**src/sv/sha256_message_hasher_defines.svh**
```systemverilog
// assertion macros shared by the sha256 message hasher rtl
// expects aclk and aresetn in the scope where a macro is used
`ifndef SHA256_MESSAGE_HASHER_DEFINES_SVH
`define SHA256_MESSAGE_HASHER_DEFINES_SVH

// condition that must hold on every clock out of reset
`define SMH_CHECK(lbl, cond, msg) \
    lbl: assert property (@(posedge aclk) disable iff (!aresetn) (cond)) else $error(msg);

// same-cycle implication
`define SMH_CHECK_IMPL(lbl, ante, cons, msg) \
    lbl: assert property (@(posedge aclk) disable iff (!aresetn) (ante) |-> (cons)) \
        else $error(msg);

`endif

```
**src/sv/smh_pkg.sv**
```systemverilog
// types, constants and helper functions for the sha256 message hasher
// no dependencies
`timescale 1ns / 1ps

package smh_pkg;

    typedef enum logic [2:0] {
        ST_IDLE,
        ST_COMP,
        ST_FOLD,
        ST_PAD,
        ST_LEN,
        ST_OUT
    } smh_state_t;

    // controls from the sequencer to the round unit
    typedef struct packed {
        logic        shift_in;
        logic [31:0] word;
        logic        init;
        logic        round;
        logic [31:0] k;
        logic        fold;
        logic        chain_init;
    } smh_ctl_t;

    localparam logic [5:0] PAD_LAST_POS   = 6'd55;
    localparam logic [5:0] BLOCK_LAST_POS = 6'd63;
    localparam logic [5:0] LAST_ROUND     = 6'd63;
    localparam logic [7:0] PAD_MARK       = 8'h80;

    localparam logic [31:0] INIT_H [8] = '{
        32'h6a09e667, 32'hbb67ae85, 32'h3c6ef372, 32'ha54ff53a,
        32'h510e527f, 32'h9b05688c, 32'h1f83d9ab, 32'h5be0cd19
    };

    localparam logic [31:0] ROUND_K [64] = '{
        32'h428a2f98, 32'h71374491, 32'hb5c0fbcf, 32'he9b5dba5,
        32'h3956c25b, 32'h59f111f1, 32'h923f82a4, 32'hab1c5ed5,
        32'hd807aa98, 32'h12835b01, 32'h243185be, 32'h550c7dc3,
        32'h72be5d74, 32'h80deb1fe, 32'h9bdc06a7, 32'hc19bf174,
        32'he49b69c1, 32'hefbe4786, 32'h0fc19dc6, 32'h240ca1cc,
        32'h2de92c6f, 32'h4a7484aa, 32'h5cb0a9dc, 32'h76f988da,
        32'h983e5152, 32'ha831c66d, 32'hb00327c8, 32'hbf597fc7,
        32'hc6e00bf3, 32'hd5a79147, 32'h06ca6351, 32'h14292967,
        32'h27b70a85, 32'h2e1b2138, 32'h4d2c6dfc, 32'h53380d13,
        32'h650a7354, 32'h766a0abb, 32'h81c2c92e, 32'h92722c85,
        32'ha2bfe8a1, 32'ha81a664b, 32'hc24b8b70, 32'hc76c51a3,
        32'hd192e819, 32'hd6990624, 32'hf40e3585, 32'h106aa070,
        32'h19a4c116, 32'h1e376c08, 32'h2748774c, 32'h34b0bcb5,
        32'h391c0cb3, 32'h4ed8aa4a, 32'h5b9cca4f, 32'h682e6ff3,
        32'h748f82ee, 32'h78a5636f, 32'h84c87814, 32'h8cc70208,
        32'h90befffa, 32'ha4506ceb, 32'hbef9a3f7, 32'hc67178f2
    };

    function automatic logic [31:0] rotr(input logic [31:0] x, input int unsigned n);
        rotr = (x >> n) | (x << (32 - n));
    endfunction

    function automatic logic [31:0] big_sigma0(input logic [31:0] x);
        big_sigma0 = rotr(x, 2) ^ rotr(x, 13) ^ rotr(x, 22);
    endfunction

    function automatic logic [31:0] big_sigma1(input logic [31:0] x);
        big_sigma1 = rotr(x, 6) ^ rotr(x, 11) ^ rotr(x, 25);
    endfunction

    function automatic logic [31:0] small_sigma0(input logic [31:0] x);
        small_sigma0 = rotr(x, 7) ^ rotr(x, 18) ^ (x >> 3);
    endfunction

    function automatic logic [31:0] small_sigma1(input logic [31:0] x);
        small_sigma1 = rotr(x, 17) ^ rotr(x, 19) ^ (x >> 10);
    endfunction

endpackage

```
**src/sv/smh_round.sv**
```systemverilog
// shared compression round unit: message schedule window, working
// variables and chain value; depends on smh_pkg
`timescale 1ns / 1ps

module smh_round
    import smh_pkg::*;
(
    input  logic            aclk,
    input  logic            aresetn,
    input  smh_ctl_t        ctl,
    output logic [7:0][31:0] chain_out
);

    logic [31:0] win_reg   [16];
    logic [31:0] win_next  [16];
    logic [31:0] var_reg   [8];
    logic [31:0] var_next  [8];
    logic [31:0] chain_reg [8];
    logic [31:0] chain_next[8];
    logic [31:0] sched;
    logic [31:0] t1;
    logic [31:0] t2;

    always_comb begin
        win_next   = win_reg;
        var_next   = var_reg;
        chain_next = chain_reg;

        // window[0] holds w(t); window[15] receives w(t+16)
        sched = small_sigma1(win_reg[14]) + win_reg[9] + small_sigma0(win_reg[1])
              + win_reg[0];
        t1 = var_reg[7] + big_sigma1(var_reg[4])
           + ((var_reg[4] & var_reg[5]) ^ (~var_reg[4] & var_reg[6]))
           + ctl.k + win_reg[0];
        t2 = big_sigma0(var_reg[0])
           + ((var_reg[0] & var_reg[1]) ^ (var_reg[0] & var_reg[2])
              ^ (var_reg[1] & var_reg[2]));

        if (ctl.shift_in || ctl.round) begin
            for (int i = 0; i < 15; i++) begin
                win_next[i] = win_reg[i + 1];
            end
            win_next[15] = ctl.round ? sched : ctl.word;
        end

        if (ctl.init) begin
            var_next = chain_reg;
        end else if (ctl.round) begin
            var_next[7] = var_reg[6];
            var_next[6] = var_reg[5];
            var_next[5] = var_reg[4];
            var_next[4] = var_reg[3] + t1;
            var_next[3] = var_reg[2];
            var_next[2] = var_reg[1];
            var_next[1] = var_reg[0];
            var_next[0] = t1 + t2;
        end

        if (ctl.chain_init) begin
            chain_next = INIT_H;
        end else if (ctl.fold) begin
            for (int i = 0; i < 8; i++) begin
                chain_next[i] = chain_reg[i] + var_reg[i];
            end
        end

        for (int i = 0; i < 8; i++) begin
            chain_out[i] = chain_reg[i];
        end
    end

    always_ff @(posedge aclk) begin
        if (!aresetn) begin
            chain_reg <= INIT_H;
        end else begin
            chain_reg <= chain_next;
        end
    end

    always_ff @(posedge aclk) begin
        win_reg <= win_next;
        var_reg <= var_next;
    end

endmodule

```
**src/sv/sha256_message_hasher.sv**
```systemverilog
// sha256 message hasher top level: byte intake, padding and round sequencer
// depends on smh_pkg, smh_round and sha256_message_hasher_defines.svh
//
// usage
//   input stream: one message byte per beat in s_tdata[7:0]; s_tlast marks the
//   final beat of a message; s_tuser set means the beat carries no byte (with
//   s_tlast it ends the message, without it the beat is dropped)
//   output stream: one beat per message on m_tdata, digest word 0 (most
//   significant word of the hash) in bits [31:0] up to word 7 in [255:224]
//   flow: bytes are taken one per cycle while s_tready is high; each full
//   64-byte block then runs 64 rounds plus the chain fold in the round
//   unit, during which s_tready is low. at message end the padding and
//   length bytes are fed one per cycle outside compression (up to 72 bytes,
//   spilling into a second block when the tail has 56 bytes or more), then
//   the last block is compressed and ST_OUT loads the digest register after
//   the last fold; throughput is set by the single round unit and byte intake
//   reset: aresetn (synchronous) restores the initial chain value, clears the
//   byte count and drops m_tvalid
//   stall: the digest register holds until m_tready; a following message can
//   be taken meanwhile, but the block waits before overwriting an untaken
//   digest
`timescale 1ns / 1ps
`include "sha256_message_hasher_defines.svh"

module sha256_message_hasher
    import smh_pkg::*;
(
    input  logic         aclk,
    input  logic         aresetn,
    input  logic         s_tvalid,
    output logic         s_tready,
    input  logic [7:0]   s_tdata,   // [7:0] data_byte
    input  logic         s_tlast,   // is_last
    input  logic         s_tuser,   // no_data
    output logic         m_tvalid,
    input  logic         m_tready,
    output logic [255:0] m_tdata    // digest_w0 [31:0] .. digest_w7 [255:224]
);

    smh_state_t      state_reg, state_next;
    logic [5:0]      pos_reg, pos_next;
    logic [60:0]     count_reg, count_next;
    logic [23:0]     acc_reg, acc_next;
    logic [5:0]      rnd_reg, rnd_next;
    logic            pad_reg, pad_next;
    logic            first_reg, first_next;
    logic            final_reg, final_next;
    logic            out_valid_reg, out_valid_next;
    logic [255:0]    out_data_reg, out_data_next;

    smh_ctl_t        ctl;
    logic [7:0][31:0] chain;
    logic            feed;
    logic [7:0]      feed_byte;
    logic            count_inc;
    logic [63:0]     len_shift;

    smh_round u_round (
        .aclk      (aclk),
        .aresetn   (aresetn),
        .ctl       (ctl),
        .chain_out (chain)
    );

    // big-endian bit length, byte selected by position within the last 8
    assign len_shift = {count_reg, 3'b000} << {pos_reg[2:0], 3'b000};

    assign s_tready = (state_reg == ST_IDLE);
    assign m_tvalid = out_valid_reg;
    assign m_tdata  = out_data_reg;

    always_comb begin
        state_next     = state_reg;
        pos_next       = pos_reg;
        count_next     = count_reg;
        acc_next       = acc_reg;
        rnd_next       = rnd_reg;
        pad_next       = pad_reg;
        first_next     = first_reg;
        final_next     = final_reg;
        out_valid_next = out_valid_reg;
        out_data_next  = out_data_reg;
        ctl            = '0;
        feed           = 1'b0;
        feed_byte      = 8'h00;
        count_inc      = 1'b0;

        if (out_valid_reg && m_tready) begin
            out_valid_next = 1'b0;
        end

        case (state_reg)
            ST_IDLE: begin
                if (s_tvalid) begin
                    if (!s_tuser) begin
                        feed      = 1'b1;
                        feed_byte = s_tdata;
                        count_inc = 1'b1;
                    end
                    if (s_tlast) begin
                        pad_next   = 1'b1;
                        first_next = 1'b1;
                        state_next = ST_PAD;
                    end
                end
            end
            ST_PAD: begin
                feed       = 1'b1;
                feed_byte  = first_reg ? PAD_MARK : 8'h00;
                first_next = 1'b0;
                if (pos_reg == PAD_LAST_POS) begin
                    state_next = ST_LEN;
                end
            end
            ST_LEN: begin
                feed      = 1'b1;
                feed_byte = len_shift[63:56];
                if (pos_reg == BLOCK_LAST_POS) begin
                    final_next = 1'b1;
                end
            end
            ST_COMP: begin
                ctl.round = 1'b1;
                ctl.k     = ROUND_K[rnd_reg];
                rnd_next  = rnd_reg + 6'd1;
                if (rnd_reg == LAST_ROUND) begin
                    state_next = ST_FOLD;
                end
            end
            ST_FOLD: begin
                ctl.fold = 1'b1;
                if (final_reg) begin
                    state_next = ST_OUT;
                end else if (pad_reg) begin
                    state_next = ST_PAD;
                end else begin
                    state_next = ST_IDLE;
                end
            end
            ST_OUT: begin
                if (!out_valid_reg || m_tready) begin
                    out_data_next  = chain;
                    out_valid_next = 1'b1;
                    ctl.chain_init = 1'b1;
                    count_next     = '0;
                    pad_next       = 1'b0;
                    final_next     = 1'b0;
                    state_next     = ST_IDLE;
                end
            end
            default: begin
                state_next = ST_IDLE;
            end
        endcase

        // byte path shared by message, padding and length bytes
        if (feed) begin
            acc_next = {acc_reg[15:0], feed_byte};
            pos_next = pos_reg + 6'd1;
            if (pos_reg[1:0] == 2'b11) begin
                ctl.shift_in = 1'b1;
                ctl.word     = {acc_reg, feed_byte};
            end
            if (pos_reg == BLOCK_LAST_POS) begin
                ctl.init   = 1'b1;
                rnd_next   = '0;
                state_next = ST_COMP;
            end
        end

        if (count_inc) begin
            count_next = count_reg + 61'd1;
        end
    end

    always_ff @(posedge aclk) begin
        if (!aresetn) begin
            state_reg     <= ST_IDLE;
            pos_reg       <= '0;
            count_reg     <= '0;
            rnd_reg       <= '0;
            pad_reg       <= 1'b0;
            first_reg     <= 1'b0;
            final_reg     <= 1'b0;
            out_valid_reg <= 1'b0;
        end else begin
            state_reg     <= state_next;
            pos_reg       <= pos_next;
            count_reg     <= count_next;
            rnd_reg       <= rnd_next;
            pad_reg       <= pad_next;
            first_reg     <= first_next;
            final_reg     <= final_next;
            out_valid_reg <= out_valid_next;
        end
    end

    always_ff @(posedge aclk) begin
        acc_reg      <= acc_next;
        out_data_reg <= out_data_next;
    end

    `SMH_CHECK(a_no_shift_clash, !(ctl.shift_in && ctl.round), "window shifted twice")
    `SMH_CHECK_IMPL(a_comp_aligned, state_reg == ST_COMP, pos_reg == '0,
        "rounds running on a partial block")
    `SMH_CHECK_IMPL(a_len_tail, state_reg == ST_LEN, pos_reg[5:3] == 3'b111,
        "length bytes outside the block tail")
    `SMH_CHECK_IMPL(a_fold_after_rounds, state_reg == ST_FOLD,
        $past(state_reg == ST_COMP) && $past(rnd_reg == LAST_ROUND),
        "fold without a complete set of rounds")

endmodule
```
**config.mk**
```make
export PLATFORM = sky130hd
export DESIGN_NAME = sha256_message_hasher
export DESIGN_NICKNAME = d
export VERILOG_FILES = /design/src/sv/smh_pkg.sv /design/src/sv/smh_round.sv /design/src/sv/sha256_message_hasher.sv
export VERILOG_INCLUDE_DIRS = /design/src /design/src/sv
export SDC_FILE = /design/constraint.sdc
export NUM_CORES = 2
export LEC_CHECK = 0
export ABC_CLOCK_PERIOD_IN_PS = 23900
export CELL_PAD_IN_SITES_DETAIL_PLACEMENT = 1
export CELL_PAD_IN_SITES_GLOBAL_PLACEMENT = 2
export CORE_MARGIN = 2
export CORE_UTILIZATION = 47
export DETAILED_ROUTE_END_ITERATION = 12
export DONT_BUFFER_PORTS = 1
export HOLD_SLACK_MARGIN = 0.03
export PLACE_DENSITY_LB_ADDON = 0.1
export SLEW_MARGIN = 20
export SYNTH_ARGS = -nofsm -noshare
export SYNTH_HDL_FRONTEND = slang
export SYNTH_SLANG_ARGS = --single-unit
```
**constraint.sdc**
```tcl
create_clock -name aclk -period 23.9 [get_ports aclk]
set_clock_uncertainty 0.05 [all_clocks]
set_input_delay 3.585 -clock aclk [delete_from_list [all_inputs] [get_ports aclk]]
set_output_delay 3.585 -clock aclk [all_outputs]
set_load 0.02 [all_outputs]
```
**After elaboration in Yosys (flattened, before gate mapping)**

Memories as Yosys holds them, arrays and structs flattened.
Cells that the tools add are included.

- Register bits after elaboration: 1,384
- Latch bits: 0
- Bits in writable memories: 0
- Bits in read-only memories: 2,048
- Input bits: 14
- Output and inout bits: 258
- Word-level logic and storage cells: 172
- Memories kept: 1

Memories:

| memory | depth | width | read ports | clocked after Yosys merged registers in | wr ports | line | RTL |
|---|---|---|---|---|---|---|---|
| (no name shown) | 64 | 32 | 1 | 0 | 0 | sha256_message_hasher.sv:124 | `ctl.k = ROUND_K[rnd_reg];` |

- Add/subtract/negate cells: 21
- $mul: 0
- Divide/modulo/power cells: 0
- $lt $le $gt $ge: 1
- Eq/ne operators: 13
- Shift-type cells: 1
- Mux-type cells: 46
- Bitwise gates (word level): 29
- Reductions and logical operators: 18

Operators by type and width:

| operator | number |
|---|---|
| adder 32 bit | 18 |
| 2-to-1 mux 256 bit | 2 |
| XOR 32 bit | 9 |
| 2-to-1 mux 61 bit | 3 |
| bitwise AND 32 bit | 5 |
| 2-to-1 mux 32 bit | 3 |
| 2-to-1 mux 33 bit | 2 |
| left shift 64 x 6 -> 64 bit | 1 |
| adder 61 x 1 -> 61 bit (second input constant) | 1 |
| 2-to-1 mux 34 bit | 1 |
| NOT 32 bit | 1 |
| bitwise OR 10 x 32 -> 32 bit | 1 |
| bitwise OR 13 x 32 -> 32 bit | 1 |
| bitwise OR 14 x 32 -> 32 bit | 1 |
| bitwise OR 15 x 32 -> 32 bit | 1 |
| bitwise OR 19 x 32 -> 32 bit | 1 |
| bitwise OR 21 x 32 -> 32 bit | 1 |
| bitwise OR 25 x 32 -> 32 bit | 1 |
| bitwise OR 26 x 32 -> 32 bit | 1 |
| bitwise OR 30 x 32 -> 32 bit | 1 |
| bitwise OR 7 x 32 -> 32 bit | 1 |
| XOR 32 x 22 -> 32 bit | 1 |
| XOR 32 x 29 -> 32 bit | 1 |
| 2-to-1 mux 3 bit | 8 |
| other kinds (27) | 63 |

**Longest topological paths before layout**

- Word-level depth: 10
- Depth in mapped cells: 40
- Depth with buffers taken out: 39

**Modules after synthesis**

Synthesis repeated with hierarchy kept, for this count alone.

- Cells, all modules: 6,819
- Area total of the unflattened synthesis: 76,733.6 um2

Modules (own cells, without submodules):

| module | times used | cells an instance | area each (um2) | seq. area each (um2) |
|---|---|---|---|---|
| smh_round | 1 | 5,476 | 60,605.6 | 28,187.0 |
| sha256_message_hasher | 1 | 1,343 | 16,128.0 | 10,009.6 |

**Worst setup path after synthesis**

No wires, ideal clock.

- Path kind: input to register
- Start: input s_tvalid
- End: register u_round.win_reg[0] (netlist name) (enable)
- Library setup time: 3.680 ns
- Arrival: 13.163 ns
- Required time: 20.170 ns
- Setup slack: 7.007 ns
- Stages on the path: 6
- Buffers on the path: 1
- Cell sequence: nand2_1 > or2_1 > buf_4 > nand3_1 > nand2_1 > nand2_1

- Word-level cells in the longest chain between the ends: 4

RTL lines:

| item | line | RTL |
|---|---|---|
| from (decl) | sha256_message_hasher.sv:30 | `input logic s_tvalid,` |
| 2-to-1 mux 1 bit | sha256_message_hasher.sv:94 | `if (s_tvalid) begin` |
| case mux 1 bit (2 select lines) | sha256_message_hasher.sv:92 | `case (state_reg)` |
| net feed | sha256_message_hasher.sv:53 | `logic feed;` |
| 2-to-1 mux 34 bit | sha256_message_hasher.sv:157 | `if (feed) begin` |
| logical OR 1 bit | smh_round.sv:39 | `if (ctl.shift_in \|\| ctl.round) begin` |
| to (signal assigned) | smh_round.sv:81 | `win_reg <= win_next;` |
| to (decl) | smh_round.sv:14 | `logic [31:0] win_reg [16];` |

The timed path passes the listed nets, and every way through them passes these cells.
A chain may end at the register's enable or synchronous reset.

==> impl_metrics.json <==
{
  "status": "complete, no violations",
  "syn_to_final_growth_pct": 9.69,
  "cts_sinks": 1384,
  "placed_cell_area_um2": 76700,
  "cpPeakStageDelay_ns": 0.88,
  "synth_area_per_cell_um2": 10.8,
  "critical_path.startpoint_type": "register",
  "worst_path_most_repeated_cell": "fa_1",
  "grt_pass1_wl_um": 384000,
  "critPathRequiredTime_ns": 24.42,
  "die_height_um": 403,
  "grt_max_degree": 181,
  "r2r_setup_slack_ns": 13.14,
  "antenna_left": 0,
  "min-delay-start": "u_round.win_reg[311]",
  "core-area_um2": 158000,
  "gp_congestion": 0.947,
  "synth.top_cell.area_share": 0.421,
  "fin_nets": 7414,
  "post_cts_buffers": 0,
  "port_buffers": 0,
  "root_buffer": "clkbuf_16",
  "synth_area_um2": 74800,
  "hpwlAfterDp_um": 197000,
  "report.final.slew_viol_count": 0,
  "worstPathArrival_ns": 11.27,
  "async_flop_share": 0,
  "vias_per_cell": 6.05,
  "r2r_cells": 33,
  "htree_levels": 4,
  "hold_depth": 0,
  "fin_crit_sh": 0.450,
  "cts_resized": 0,
  "row_count": 146,
  "totalWireLength_um": 265000,
  "setup-tns-final_ns": 0,
  "r2r-end": "u_round.var_reg[254]",
  "critical_path.slowest_cell": "dfxtp_1",
  "grt_antenna_before_repair": 4,
  "yosys-top-cells-area": "edfxtp_1 (42%), dfxtp_1 (9.0%), ha_1 (6.6%)",
  "dr_total_vias": 54600,
  "ys.flop_type": "edfxtp_1",
  "worstHoldEndpoint": "u_round.win_reg[343]",
  "drive_gt1_frac": 0.0549,
  "synth_cells": 6917,
  "cts_hold_buf": 0,
  "hold_path_class": "register to register",
  "fmax_ghz": 0.0930,
  "ys_warn_count": 0,
  "largest_reg_flops": 512,
  "die_width_um": 403,
  "cts_tree": "yes",
  "ys_types": 99,
  "insertion_delay_ns": 0.84,
  "grt-ovfl-total": 0,
  "maxCapViolations": 0,
  "syn_nets": 7518,
  "setup_violations": 0,
  "numCtsBuffers": 154,
  "first_iter_violations": 4833,
  "yosysTopAreaCell": "edfxtp_1",
  "critical_path_class": "register to register",
  "end_kind": "register",
  "path_clk_slew_ns": 0.06,
  "reg2reg_from": "rnd_reg[0]",
  "ys_seq_area_frac": 0.511,
  "slew_headroom": 0.253,
  "critPathMaxFanout": 17,
  "hold-worst-slack_ns": 0.338,
  "ios": 272,
  "clk_path_buf_depth": 3,
  "final_area_um2": 82000,
  "synth_seq_cells": 1384,
  "die_area_um2": 162000,
  "worst_pin_slew_ns": 1.12,
  "start_util": 0.473,
  "drcViolationCount": 0,
  "rsz0062_at_grt": "false",
  "hold_viol_final": 0,
  "firstDrtPassIters": 5,
  "grt_usage": 0.323,
  "wl_per_cell_um": 29.3,
  "synth_edf_count": 1048,
  "fillers": 16800,
  "grt_pass1_vias": 54600,
  "timing.final.crit_period_ns": 10.76
}
-- kinds of logic after synthesis --
kind of cell / after synthesis / synth area share
AO/OA/AOI/OAI: 1679 / 0.141
XOR/XNOR: 562 / 0.0658
adder cells (fa/ha/maj): 609 / 0.121
buffers and inverters: 601 / 0.0304
flip-flops: 1384 / 0.511
multiplexers: 72 / 0.0123
AND/OR/NAND/NOR: 2010 / 0.119
-- worst max path at each step --
stage,from,endpoint,cells after the start
floorplan,s_tvalid,u_round.win_reg[0],6
global placement,rnd_reg[0],u_round.var_reg[254],36
detailed placement,rnd_reg[0],u_round.var_reg[254],36
CTS,rnd_reg[0],u_round.var_reg[254],36
global route,rnd_reg[0],u_round.var_reg[254],36
finish,rnd_reg[0],u_round.var_reg[254],33
-- routing by layer --
layer / routed length [µm] / up-vias / track usage
met4: 10900 / 2 / 0.121
met5: 13 / - / 0
met1: 117000 / 27800 / 0.452
li1: - / 24600 / -
met3: 14900 / 446 / 0.0458
met2: 121000 / 1697 / 0.513
-- stage by stage --
stage,instances,setup slack [ns],utilization
after floorplan,6917,7.01,-
after global placement,8728,13.66,0.485
after detailed placement,8728,13.46,0.485
after CTS,9016,13.40,0.518
after global routing,9017,12.68,0.519
final,9022,13.14,0.519
-- final cells by class --
type / instances / area, µm² / share of cell area
clock inverter: 95 / 1210 / 0.0148
inverter: 284 / 1070 / 0.0131
multi-input combinational: 4932 / 34400 / 0.419
antenna: 5 / 12.5 / 0.000153
timing repair buffer: 57 / 502 / 0.00612
clock buffer: 193 / 4050 / 0.0494
sequential: 1384 / 38200 / 0.466
tap: 2072 / 2590 / 0.0316
-- placed cells by master, fill, tap and decap left out, types with 34 or more instances in the layout --
cell type,netlist,final
xor2_1,165,165
fa_1,195,195
a211oi_1,68,68
or3_1,55,54
a31oi_1,61,61
ha_1,392,392
mux2i_1,36,36
inv_1,280,278
o21a_1,58,58
nor2_1,310,306
o211ai_1,115,115
dfxtp_1,336,333
edfxtp_1,1048,1048
clkbuf_1,277,34
a21oi_1,531,531
nor3_1,81,80
nand3_1,131,131
o21ai_0,281,281
clkbuf_16,0,154
nand2_1,1121,1116
nand2b_1,59,58
o21bai_1,51,51
nor2b_1,55,55
o21ai_1,79,79
buf_4,2,51
o31ai_1,40,40
a21o_1,188,188
xnor2_1,397,397
and3_1,53,53
-- cell usage after synthesis, types with 33 or more instances --
cell	instances
a211oi_1	68
a21o_1	188
a21oi_1	531
a31oi_1	61
and3_1	53
buf_1	33
clkbuf_1	277
dfxtp_1	336
edfxtp_1	1048
fa_1	195
ha_1	392
inv_1	280
mux2i_1	36
nand2_1	1121
nand2b_1	59
nand3_1	131
nor2_1	310
nor2b_1	55
nor3_1	81
o211ai_1	115
o21a_1	58
o21ai_0	281
o21ai_1	79
o21bai_1	51
o31ai_1	40
or3_1	55
xnor2_1	397
xor2_1	165
-- worst max-delay path, delay by kind of cell (launching register included) --
| family | cells | cell delay, ns |
|---|---|---|
| compound gates | 16 | 3.10 |
| xor+xnor | 2 | 0.70 |
| fa+ha+maj | 7 | 3.59 |
| buf+inv | 3 | 0.71 |
| flops | 1 | 0.88 |
| simple gates | 5 | 1.44 |
Power is not shown: default switching activity piles up to over one toggle a cycle in this logic, so the estimate is an artifact.
